`config.mk`:
```
export PLATFORM = sky130hd
export DESIGN_NAME = ordered_value_list_table
export DESIGN_NICKNAME = d
export VERILOG_FILES = /design/src/rtl/ovlt_pkg.sv /design/src/rtl/ovlt_ctrl.sv /design/src/rtl/ovlt_dp.sv /design/src/rtl/ordered_value_list_table.sv
export SDC_FILE = /design/constraint.sdc
export NUM_CORES = 1
export LEC_CHECK = 0
export BUFFER_PORTS_ARGS = -buffer_cell sky130_fd_sc_hd__buf_2
export CORE_MARGIN = 4
export CORE_UTILIZATION = 44
export CTS_CLUSTER_DIAMETER = 150
export CTS_CLUSTER_SIZE = 40
export DETAILED_ROUTE_END_ITERATION = 10
export GPL_TIMING_DRIVEN = 1
export PLACE_DENSITY_LB_ADDON = 0.3
export SKIP_LAST_GASP = 1
export SLEW_MARGIN = 20
export SYNTH_ARGS = -nofsm -noshare
export SYNTH_HDL_FRONTEND = slang
export SYNTH_SLANG_ARGS = --single-unit
export TNS_END_PERCENT = 20
```
`constraint.sdc`:
```
create_clock -name clk -period 4.97 [get_ports clk]
set_clock_uncertainty 0.05 [all_clocks]
set_input_delay 0.994 -clock clk [delete_from_list [all_inputs] [get_ports clk]]
set_output_delay 0.994 -clock clk [all_outputs]
set_load 0.005 [all_outputs]
```
`src/rtl/ovlt_pkg.sv`:
```
`default_nettype none
package ovlt_pkg;

    // Request operation codes
    localparam logic [1:0] OP_INSERT = 2'd0;
    localparam logic [1:0] OP_SEARCH = 2'd1;
    localparam logic [1:0] OP_MODIFY = 2'd2;
    localparam logic [1:0] OP_DELETE = 2'd3;

    // Response status codes
    localparam logic [1:0] ST_DONE      = 2'd0;
    localparam logic [1:0] ST_NOT_FOUND = 2'd1;
    localparam logic [1:0] ST_EMPTY     = 2'd2;
    localparam logic [1:0] ST_FULL      = 2'd3;

    // Fixed field widths
    localparam int VALUE_W = 32;
    localparam int COUNT_W = 5;

    // Commands from controller to datapath
    typedef struct packed {
        logic capture;   // latch request and key match vector
        logic execute;   // apply update and load response register
    } cmd_t;

endpackage
`default_nettype wire

```
`src/rtl/ovlt_ctrl.sv`:
```
`default_nettype none
module ovlt_ctrl (
    input  wire              clk,
    input  wire              rst_n,
    input  wire              req_valid,
    output logic             req_stall,
    output logic             rsp_valid,
    input  wire              rsp_stall,
    output ovlt_pkg::cmd_t   cmd
);

    localparam logic S_IDLE = 1'b0;
    localparam logic S_EXEC = 1'b1;

    logic state_reg;
    logic state_next;
    logic rsp_valid_reg;
    logic rsp_valid_next;

    // Handshake decode
    always_comb
    begin
        req_stall   = (state_reg != S_IDLE);
        cmd.capture = req_valid && (state_reg == S_IDLE);
        cmd.execute = (state_reg == S_EXEC) && (!rsp_valid_reg || !rsp_stall);
    end

    // Next state and response valid
    always_comb
    begin
        state_next     = state_reg;
        rsp_valid_next = rsp_valid_reg;
        if (rsp_valid_reg && !rsp_stall)
        begin
            rsp_valid_next = 1'b0;
        end
        case (state_reg)
            S_IDLE:
            begin
                if (cmd.capture)
                begin
                    state_next = S_EXEC;
                end
            end
            S_EXEC:
            begin
                if (cmd.execute)
                begin
                    state_next     = S_IDLE;
                    rsp_valid_next = 1'b1;
                end
            end
            default:
            begin
                state_next = S_IDLE;
            end
        endcase
    end

    always_ff @(posedge clk or negedge rst_n)
    begin
        if (!rst_n)
        begin
            state_reg     <= S_IDLE;
            rsp_valid_reg <= 1'b0;
        end
        else
        begin
            state_reg     <= state_next;
            rsp_valid_reg <= rsp_valid_next;
        end
    end

    assign rsp_valid = rsp_valid_reg;

endmodule
`default_nettype wire

```
`src/rtl/ovlt_dp.sv`:
```
`default_nettype none
module ovlt_dp #(
    parameter int DEPTH = 16
) (
    input  wire                              clk,
    input  wire                              rst_n,
    input  wire ovlt_pkg::cmd_t              cmd,
    input  wire [1:0]                        req_type,
    input  wire signed [ovlt_pkg::VALUE_W-1:0] key,
    input  wire signed [ovlt_pkg::VALUE_W-1:0] new_value,
    output logic [1:0]                       status,
    output logic [ovlt_pkg::COUNT_W-1:0]     count_after
);

    localparam int CNT_W = $clog2(DEPTH + 1);

    // Entry cells and fill count
    logic [ovlt_pkg::VALUE_W-1:0] values_reg  [DEPTH];
    logic [ovlt_pkg::VALUE_W-1:0] values_next [DEPTH];
    logic [CNT_W-1:0]             count_reg;
    logic [CNT_W-1:0]             count_next;

    // Captured request
    logic [1:0]                   op_reg;
    logic [ovlt_pkg::VALUE_W-1:0] nv_reg;
    logic [DEPTH-1:0]             match_reg;
    logic [DEPTH-1:0]             match_next;

    // Response register
    logic [1:0]                   status_reg;
    logic [1:0]                   status_next;
    logic [ovlt_pkg::COUNT_W-1:0] count_after_reg;
    logic [ovlt_pkg::COUNT_W+CNT_W-1:0] count_wide;

    logic [DEPTH-1:0] neg_match;
    logic [DEPTH-1:0] first_hit;
    logic [DEPTH-1:0] at_or_above;

    // Every live cell compares the key at once
    always_comb
    begin
        for (int i = 0; i < DEPTH; i++)
        begin
            match_next[i] = (values_reg[i] == key) && (CNT_W'(i) < count_reg);
        end
    end

    // Lowest match as one-hot, and the mask of cells from it upward
    assign neg_match   = ~match_reg + DEPTH'(1);
    assign first_hit   = match_reg & neg_match;
    assign at_or_above = match_reg | neg_match;

    // Update of cells, count and status
    always_comb
    begin
        for (int i = 0; i < DEPTH; i++)
        begin
            values_next[i] = values_reg[i];
        end
        count_next  = count_reg;
        status_next = ovlt_pkg::ST_DONE;
        if (op_reg == ovlt_pkg::OP_INSERT)
        begin
            if (count_reg == CNT_W'(DEPTH))
            begin
                status_next = ovlt_pkg::ST_FULL;
            end
            else
            begin
                for (int i = 0; i < DEPTH; i++)
                begin
                    if (count_reg == CNT_W'(i))
                    begin
                        values_next[i] = nv_reg;
                    end
                end
                count_next = count_reg + CNT_W'(1);
            end
        end
        else if (count_reg == '0)
        begin
            status_next = ovlt_pkg::ST_EMPTY;
        end
        else if (match_reg == '0)
        begin
            status_next = ovlt_pkg::ST_NOT_FOUND;
        end
        else if (op_reg == ovlt_pkg::OP_MODIFY)
        begin
            for (int i = 0; i < DEPTH; i++)
            begin
                if (first_hit[i])
                begin
                    values_next[i] = nv_reg;
                end
            end
        end
        else if (op_reg == ovlt_pkg::OP_DELETE)
        begin
            // later entries move down one cell to close the gap
            for (int i = 0; i < DEPTH - 1; i++)
            begin
                if (at_or_above[i])
                begin
                    values_next[i] = values_reg[i+1];
                end
            end
            count_next = count_reg - CNT_W'(1);
        end
    end

    assign count_wide = {{ovlt_pkg::COUNT_W{1'b0}}, count_next};

    // Payload registers
    always_ff @(posedge clk)
    begin
        if (cmd.capture)
        begin
            op_reg    <= req_type;
            nv_reg    <= new_value;
            match_reg <= match_next;
        end
        if (cmd.execute)
        begin
            for (int i = 0; i < DEPTH; i++)
            begin
                values_reg[i] <= values_next[i];
            end
            status_reg      <= status_next;
            count_after_reg <= count_wide[ovlt_pkg::COUNT_W-1:0];
        end
    end

    // Fill count
    always_ff @(posedge clk or negedge rst_n)
    begin
        if (!rst_n)
        begin
            count_reg <= '0;
        end
        else if (cmd.execute)
        begin
            count_reg <= count_next;
        end
    end

    assign status      = status_reg;
    assign count_after = count_after_reg;

endmodule
`default_nettype wire

```
`src/rtl/ordered_value_list_table.sv`:
```
`default_nettype none
// Channel   Handshake             Fields
// request   req_valid/req_stall   req_type, key, new_value
// response  rsp_valid/rsp_stall   status, count_after
//
// Each request first compares the key against all live cells at once when it is
// captured, then applies the insert, overwrite or parallel shift-down on execute.
// The response sits in an output register; the next request is taken while
// it waits, but a second response waits in the update cycle until it drains.
// Reset empties the list at once; the cell contents are not cleared.
module ordered_value_list_table #(
    parameter int DEPTH = 16
) (
    input  wire                                 clk,
    input  wire                                 rst_n,
    input  wire                                 req_valid,
    output logic                                req_stall,
    input  wire [1:0]                           req_type,
    input  wire signed [ovlt_pkg::VALUE_W-1:0]  key,
    input  wire signed [ovlt_pkg::VALUE_W-1:0]  new_value,
    output logic                                rsp_valid,
    input  wire                                 rsp_stall,
    output logic [1:0]                          status,
    output logic [ovlt_pkg::COUNT_W-1:0]        count_after
);

    ovlt_pkg::cmd_t cmd;

    ovlt_ctrl u_ctrl (
        .clk       (clk),
        .rst_n     (rst_n),
        .req_valid (req_valid),
        .req_stall (req_stall),
        .rsp_valid (rsp_valid),
        .rsp_stall (rsp_stall),
        .cmd       (cmd)
    );

    ovlt_dp #(
        .DEPTH (DEPTH)
    ) u_dp (
        .clk         (clk),
        .rst_n       (rst_n),
        .cmd         (cmd),
        .req_type    (req_type),
        .key         (key),
        .new_value   (new_value),
        .status      (status),
        .count_after (count_after)
    );

endmodule
`default_nettype wire
```
# After elaboration in Yosys (flattened, before gate mapping)
# Memory sizes are Yosys's and may differ from the RTL's.
# Index checks and enable logic that the tools add are counted.
# totals
regBits	64
ram_bits	512
input_bits	70
out_inout_bits	9
wordCells	163
memories	1
# op_classes
addsub	3
magnitude_cmp	16
n_eq_ne	34
n_mux	72
bitwise	4
n_reduce_logical	25
# mem_list
memory	words	width	rd	rd_clocked_by_memory_dff	write_ports	line_no	source
u_dp.values_reg	16	32	16	0	16	ovlt_dp.sv:18	logic [ovlt_pkg::VALUE_W-1:0] values_reg [DEPTH];
# op_table
operator	count
512-bit 2-to-1 mux	4
32-bit 2-to-1 mux	48
480-bit 2-to-1 mux	2
32-bit == test	16
5-bit by 4-bit == test with 1-bit output (second input constant)	8
4-bit by 5-bit < comparator with 1-bit output (first input constant)	8
5-bit 2-to-1 mux	6
5-bit by 3-bit == test with 1-bit output (second input constant)	4
3-bit by 5-bit < comparator with 1-bit output (first input constant)	4
1-bit logical AND	19
16-bit by 1-bit adder with 16-bit output (second input constant)	1
16-bit AND	1
16-bit zero test	1
16-bit NOT	1
15-bit bitwise OR	1
5-bit by 2-bit == test with 1-bit output (second input constant)	2
1-bit by 5-bit < comparator with 1-bit output (first input constant)	2
2-bit by 5-bit < comparator with 1-bit output (first input constant)	2
1-bit 2-to-1 mux	8
2-bit 2-to-1 mux	3
5-bit by 1-bit adder with 5-bit output (second input constant)	1
5-bit by 1-bit == test with 1-bit output (second input constant)	1
5-bit == test (second input constant)	1
5-bit zero test	1
7 further kinds	9

# Longest topological paths before layout
# Gate-level depths: netlist (run 1).
# depth
depth_word	9
ltp_mapped	9
mapped_depth_nobuf	6

# By module
# From an unflattened synthesis (run 1), not the netlist that was laid out.
# unflattened
cells_unflattened	2619
hier_area_um2	28493.6
# modules_own_cells
module	n_inst	cells_each	area_each_um2	seq_area_each_um2
ovlt_dp	1	2613	28409.7	17211.5
ovlt_ctrl	1	6	83.8	50.0

# Least setup slack after synthesis (run 1)
# Ideal clock, no wire load.
# synth_timing
path_kind	register to register
from	register u_dp.count_reg[0] (netlist name)
to	memory u_dp.values_reg[1][64] (netlist name) (enable)
setup_time_ns	0.470
arrival_time_ns	4.219
required_time_ns	4.450
slack_ns	0.231
stages_incl_launch_ff	9
path_buffers	3
synth_period_minus_slack_ns	4.739
path_cell_list	dfrtp_1 -> buf_1 -> inv_1 -> ha_1 -> clkbuf_1 -> or4b_1 -> clkbuf_1 -> a31oi_2 -> a211oi_1
# synth_lines
element	line_no
end, declared	ovlt_dp.sv:18

==> results.sh, run 1 <==
export IMPL_status="finished clean"
export IMPL_holdBufCountCts=0
export IMPL_vias_per_cell=5.41
export IMPL_coreArea_um2=64500
export IMPL_initial_utilization=0.444
export IMPL_largest_reg_flops=512
export IMPL_drt_pass1_iterations=5
export IMPL_clkSinkCount=576
export IMPL_cts_tree="done"
export IMPL_synthCells=2631
export IMPL_tightest_slew_ps=1200
export IMPL_power_density_nw_per_um2=322
export IMPL_slowest_delay_ps=780
export IMPL_track_usage=0.220
export IMPL_place_hpwl_um=60100
export IMPL_synth_top_area_cell="edfxtp_1"
export IMPL_setup_tns_final_ps=0
export IMPL_syn2layout_area_growth_pct=6.18
export IMPL_io_pins=79
export IMPL_cts_made_buffers=18
export IMPL_rsz0062_at_grt="no"
export IMPL_grt_max_degree=228
export IMPL_globalplace_congestion=0.939
export IMPL_final_area_um2=30400
export IMPL_ys_seq_elements=576
export IMPL_finalHoldViolCount=0
export IMPL_slowest_stage="a31oi_2"
export IMPL_synth_nets=2706
export IMPL_synth_adder_area_share=0.00219
export IMPL_cts_root_buf="clkbuf_16"
export IMPL_ys_seq_area_frac=0.603
export IMPL_clk_path_buf_depth=3
export IMPL_placed_area_um2=29800
export IMPL_synth_xor_area_frac=0.156
export IMPL_slew_viol_final=0
export IMPL_num_rows=93
export IMPL_fin_cells=3459
export IMPL_crit_buf_inv=3
export IMPL_totalWireLength_um=78600
export IMPL_post_route_drc_count=0
export IMPL_num_vias=18700
export IMPL_fmax_ghz=0.264
export IMPL_antenna_diode_count=0
export IMPL_yosysUniqueCellTypes=62
export IMPL_worstPathArrival_ps=4050
export IMPL_dpl_cell_count=3426
export IMPL_slew_headroom=0.198
export IMPL_synth_top_area_share=0.597
export IMPL_critical_path_class="register to register"
export IMPL_fp_dieH_um=263
export IMPL_maxCapViolCount=0
export IMPL_worstPathRequired_ps=5230
export IMPL_synth_common_cells="980 x nand2_1, 569 x edfxtp_1, 418 x xor2_1"
export IMPL_synth_simple_area_share=0.192
export IMPL_crit_top_cell="buf_4"
export IMPL_antenna_found_initial=1
export IMPL_ys_warn_count=0
export IMPL_path_max_fanout=32
export IMPL_post_route_period_util=0.762
export IMPL_synth_compound_area_frac=0.0193
export IMPL_grt_pass1_vias=18200
export IMPL_wl_per_cell_um=22.7
export IMPL_postCtsSetupRepairBufs=0
export IMPL_yosysMostFrequentCell="nand2_1"
export IMPL_clk_pin_slew_ps=150
export IMPL_drt_iter0_drc=1603
export IMPL_drive_above_1_share=0.0622
export IMPL_h_tree_depth=1
export IMPL_synth_top_family_by_area="simple AND/OR/NAND/NOR gates"
export IMPL_port_buffers=78
export IMPL_ys_flop_type="edfxtp_1"
export IMPL_setup_viol=0
export IMPL_async_reset_ff_frac=0.0122
export IMPL_power_leakage_nw=11.9
export IMPL_synth_edf_count=569
export IMPL_dieArea_um2=69200
export IMPL_ant_nets=0
export IMPL_yosys_mux_area_fraction=0.000743
export IMPL_fill_cells=5757
export IMPL_clk_latency_ps=600
export IMPL_yosys_top_cells_area="edfxtp_1 60%, nand2_1 13%, xor2_1 13%"
export IMPL_power_mw=9.78
export IMPL_syn_area_per_cell_um2=10.9
export IMPL_path_cells="inv_1 -> ha_1 -> or4b_1 -> a31oi_2 -> buf_4 -> a211oi_4 -> buf_4"
export IMPL_layout_nets=2667
export IMPL_die_x_um=263
export IMPL_grt_overflow_total=0
export IMPL_layout_min_cycle_time_ps=3790
export IMPL_worstSetupEndpointType="register"
export IMPL_grt_pass1_wl_um=115000
export IMPL_peakVddDrop_mv=0.253
export IMPL_critPathLaunchType="register"
export IMPL_hold_class="input pin to async pin"
export IMPL_synth_area_um2=28600
export IMPL_cts_resized=0
export IMPL_critical_path_top_delay_family="buffers and inverters"
## report_power, final
part | internal (mW) | switching, mW | total [mW]
combinational | 0.483 | 1.11 | 1.60
clock | 0.745 | 1.43 | 2.17
sequential | 5.77 | 0.250 | 6.02
total | 7.00 | 2.79 | 9.78
## placed cells by master, fill, tap and decap left out, types with 4 or more instances in the layout
| master | n |
|---|---|
| nor2_1 | 19 |
| clkbuf_1 | 11 |
| and3_1 | 6 |
| dfrtp_1 | 7 |
| nand2b_1 | 33 |
| nand3_1 | 26 |
| ha_1 | 5 |
| o22ai_1 | 5 |
| nand4_1 | 40 |
| or3_1 | 5 |
| nor3_1 | 23 |
| a31oi_1 | 6 |
| a2111oi_0 | 4 |
| clkbuf_16 | 19 |
| a21oi_1 | 13 |
| buf_2 | 78 |
| xnor2_1 | 92 |
| xor2_1 | 418 |
| nand2_1 | 980 |
| nor4b_1 | 4 |
| a21oi_4 | 8 |
| o21ai_0 | 11 |
| inv_1 | 10 |
| edfxtp_1 | 569 |
| nor4_1 | 108 |
| a211oi_4 | 4 |
| buf_4 | 31 |
## path summary, 6_finish.rpt
path | from | end | slack (ps) | depth (start not counted)
setup reg to reg | u_dp.count_reg[0] | u_dp.values_reg[1][211] | 1180 | 7
setup / recovery | u_dp.count_reg[0] | u_dp.values_reg[1][211] | 1180 | 7
hold / removal | rst_n | u_dp.count_reg[4] | 160 | 1
hold reg to reg | u_dp.nv_reg[23] | u_dp.values_reg[1][247] | 420 | 0
min in group clk | u_dp.nv_reg[23] | u_dp.values_reg[1][247] | 420 | 0
max in group asynchronous | rst_n | u_ctrl.rsp_valid | 4500 | 1
## logic make-up (layout without fill, tap and decap cells)
family | Yosys count | in the layout
adder cells (fa/ha/maj) | 5 | 5
XOR/XNOR | 510 | 510
multiplexers | 2 | 2
flip-flops | 576 | 576
AND/OR/NAND/NOR | 1274 | 1274
buffers and inverters | 183 | 156
AO/OA/AOI/OAI | 81 | 81
## per-layer routing
| metal | vias to the layer above | wire, um | GRT usage |
|---|---|---|---|
| met5 | - | 0 | 0 |
| met4 | 0 | 4910 | 0.112 |
| met3 | 167 | 4130 | 0.0207 |
| met2 | 736 | 38000 | 0.375 |
| met1 | 9002 | 31500 | 0.281 |
| li1 | 8794 | - | - |
## stage by stage
stage / setup slack (ps) / util / hold WS [ps]
global route: 990 / 0.472 / 166
detailed placement: 990 / 0.463 / 388
global placement: 1070 / 0.462 / 384
CTS: 1220 / 0.471 / 164
floorplan: 231 / - / 378
finish: 1180 / 0.472 / 165
## final cells by class
type | count | area [um^2] | area share
flip-flops and latches | 576 | 17300 | 0.568
inverters | 11 | 41.3 | 0.00136
well taps | 855 | 1070 | 0.0352
clock buffers | 30 | 517 | 0.0170
repair buffers | 113 | 706 | 0.0232
clock inverters | 2 | 27.5 | 0.000906
multi-input cells | 1872 | 10800 | 0.354
No activity file was read; power rests on OpenSTA's default activity.
==> run 2: changes to the inputs <==
- ABC_AREA: unset -> 1
- clock period: 4.97 -> 3 ns (I/O delays scaled with it)
==> run 2 against run 1 <==
Compared with the run above:
- the run now ends with design-rule violations left
- critical path depth unchanged
- non-clock buffer count rose by 88
- sequential power increased by 73%
- register-to-register slack got worse by 860 ps
- sequential share of layout area decreased by 2.2 points
- critical path type unchanged
- highest routed layer is now met5
==> results.sh, run 2 <==
export IMPL_status="finished with violations"
export IMPL_violations="design-rule violations"
export IMPL_synth_edf_count=569
export IMPL_layout_nets=3044
export IMPL_critical_path_class="register to register"
export IMPL_layout_min_cycle_time_ps=2670
export IMPL_yosysMostFrequentCell="nand2_1"
export IMPL_vias_per_cell=6.12
export IMPL_cts_root_buf="clkbuf_16"
export IMPL_drive_above_1_share=0.101
export IMPL_drt_iter0_drc=3605
export IMPL_ys_warn_count=0
export IMPL_whs_ps=116
export IMPL_syn2layout_area_growth_pct=7.82
export IMPL_grt_max_degree=122
export IMPL_totalWireLength_um=114000
export IMPL_cts_resized=0
export IMPL_cts_tree="done"
export IMPL_cts_made_buffers=18
export IMPL_grt_overflow_total=0
export IMPL_power_density_nw_per_um2=577
export IMPL_clkSinkCount=576
export IMPL_peakVddDrop_mv=0.437
export IMPL_drt_pass1_iterations=9
export IMPL_clk_pin_slew_ps=160
export IMPL_clk_latency_ps=600
export IMPL_syn_area_per_cell_um2=10.1
export IMPL_dpl_worst_slack_ps=420
export IMPL_final_cell_mix="720 x nand2_1, 569 x edfxtp_1, 269 x inv_1"
export IMPL_synthCells=2914
export IMPL_tightest_slew_ps=1150
export IMPL_wl_per_cell_um=29.8
export IMPL_num_rows=94
export IMPL_finalHoldViolCount=0
export IMPL_globalplace_congestion=1.05
export IMPL_setup_ws_ps=329
export IMPL_synth_common_cells="720 x nand2_1, 569 x edfxtp_1, 270 x inv_1"
export IMPL_placed_area_um2=31100
export IMPL_grt_pass1_vias=23000
export IMPL_final_core_util=0.480
export IMPL_layout_commonest_cell="nand2_1"
export IMPL_track_usage=0.313
export IMPL_synth_area_um2=29300
export IMPL_hold_class="input pin to register"
export IMPL_slew_viol_final=0
export IMPL_synth_top_area_share=0.583
export IMPL_fill_cells=6098
export IMPL_critPathLaunchType="register"
export IMPL_final_area_um2=31600
export IMPL_yosysUniqueCellTypes=42
export IMPL_path_max_fanout=32
export IMPL_setup_viol=0
export IMPL_rsz0062_at_grt="no"
export IMPL_h_tree_depth=1
export IMPL_initial_utilization=0.445
export IMPL_fmax_ghz=0.374
export IMPL_ys_seq_area_frac=0.589
export IMPL_maxCapViolCount=0
export IMPL_num_vias=23500
export IMPL_yosys_top_cells_area="edfxtp_1 58%, nand2_1 9.2%, xnor2_1 5.3%"
export IMPL_die_x_um=266
export IMPL_slew_headroom=0.231
export IMPL_clk_path_buf_depth=3
export IMPL_ys_seq_elements=576
export IMPL_place_hpwl_um=82700
export IMPL_post_route_period_util=0.890
export IMPL_setup_tns_final_ps=0
export IMPL_io_pins=79
export IMPL_antenna_found_initial=8
export IMPL_synth_top_area_cell="edfxtp_1"
export IMPL_largest_reg_flops=512
export IMPL_worstPathRequired_ps=3250
export IMPL_worstPathArrival_ps=2920
export IMPL_synth_nets=2989
export IMPL_fp_dieH_um=266
export IMPL_ys_flop_type="edfxtp_1"
export IMPL_post_route_drc_count=1
export IMPL_worstSetupEndpointType="register"
export IMPL_dieArea_um2=70800
export IMPL_power_leakage_nw=12.3
export IMPL_postCtsSetupRepairBufs=0
export IMPL_grt_pass1_wl_um=161000
export IMPL_coreArea_um2=65900
export IMPL_ant_nets=0
export IMPL_port_buffers=78
export IMPL_async_reset_ff_frac=0.0122
-- run 2: area by class of cell --
type,count,area [um^2],area share
flip-flops and latches,576,17300,0.546
multi-input cells,1887,10100,0.319
repair buffers,201,1570,0.0496
well taps,864,1080,0.0342
inverters,285,1080,0.0342
clock buffers,25,498,0.0158
clock inverters,1,30.0,0.000950
diodes,3,7.51,0.000238
-- run 2: logic make-up (layout without fill, tap and decap cells) --
family,after synthesis,count (layout),synth area share
flip-flops,576,576,0.589
adder cells (fa/ha/maj),5,5,0.00213
AND/OR/NAND/NOR,1117,1117,0.160
other,0,3,0
buffers and inverters,451,512,0.0714
XOR/XNOR,282,282,0.0843
AO/OA/AOI/OAI,483,483,0.0935
-- run 2: path summary, 6_finish.rpt --
path / startpoint / end / slack (ps) / cells past startpoint
max: u_dp.count_reg[3] / u_dp.values_reg[1][174] / 330 / 7
max in group asynchronous: rst_n / u_ctrl.rsp_valid / 2420 / 2
max reg2reg: u_dp.count_reg[3] / u_dp.values_reg[1][174] / 330 / 7
min: req_type[0] / u_dp.op_reg[0] / 120 / 1
min reg2reg: u_dp.nv_reg[4] / u_dp.values_reg[1][228] / 420 / 0
min in group asynchronous: rst_n / u_dp.count_reg[0] / 320 / 2
-- run 2: metal layers --
metal / up-vias / track usage / share of wire
li1: 9912 / - / -
met4: 6 / 0.205 / 0.085
met2: 1799 / 0.497 / 0.45
met3: 439 / 0.0587 / 0.11
met5: - / 0 / 0.00033
met1: 11300 / 0.395 / 0.36
-- run 2: per-stage QoR --
step	std cells	total power, mW
3_5_place_dp	3812	14.6
3_3_place_gp	3812	14.5
4_1_cts	3839	18.1
6_report	3842	18.2
2_1_floorplan	2914	12.8
5_1_grt	3840	18.8
-- run 2: what timing repair did --
item | 4_1_cts | 5_1_grt
endpoints found under the hold margin | 7 | 0
hold buffers | 1 | 0
setup endpoints to repair | 0 | 0
-- run 2: critical path, cell delays in order (launching register included) --
cell and delay (ps):
dfrtp_1 630, inv_2 100, nor2_1 280, nand3_1 390, o21ai_0 300, nand3_1 130
nor2_2 190, buf_12 260
-- run 2: power by group --
group | total, mW | internal (mW) | switching [mW]
combinational | 4.12 | 1.21 | 2.91
clock | 3.68 | 1.20 | 2.48
sequential | 10.4 | 9.88 | 0.556
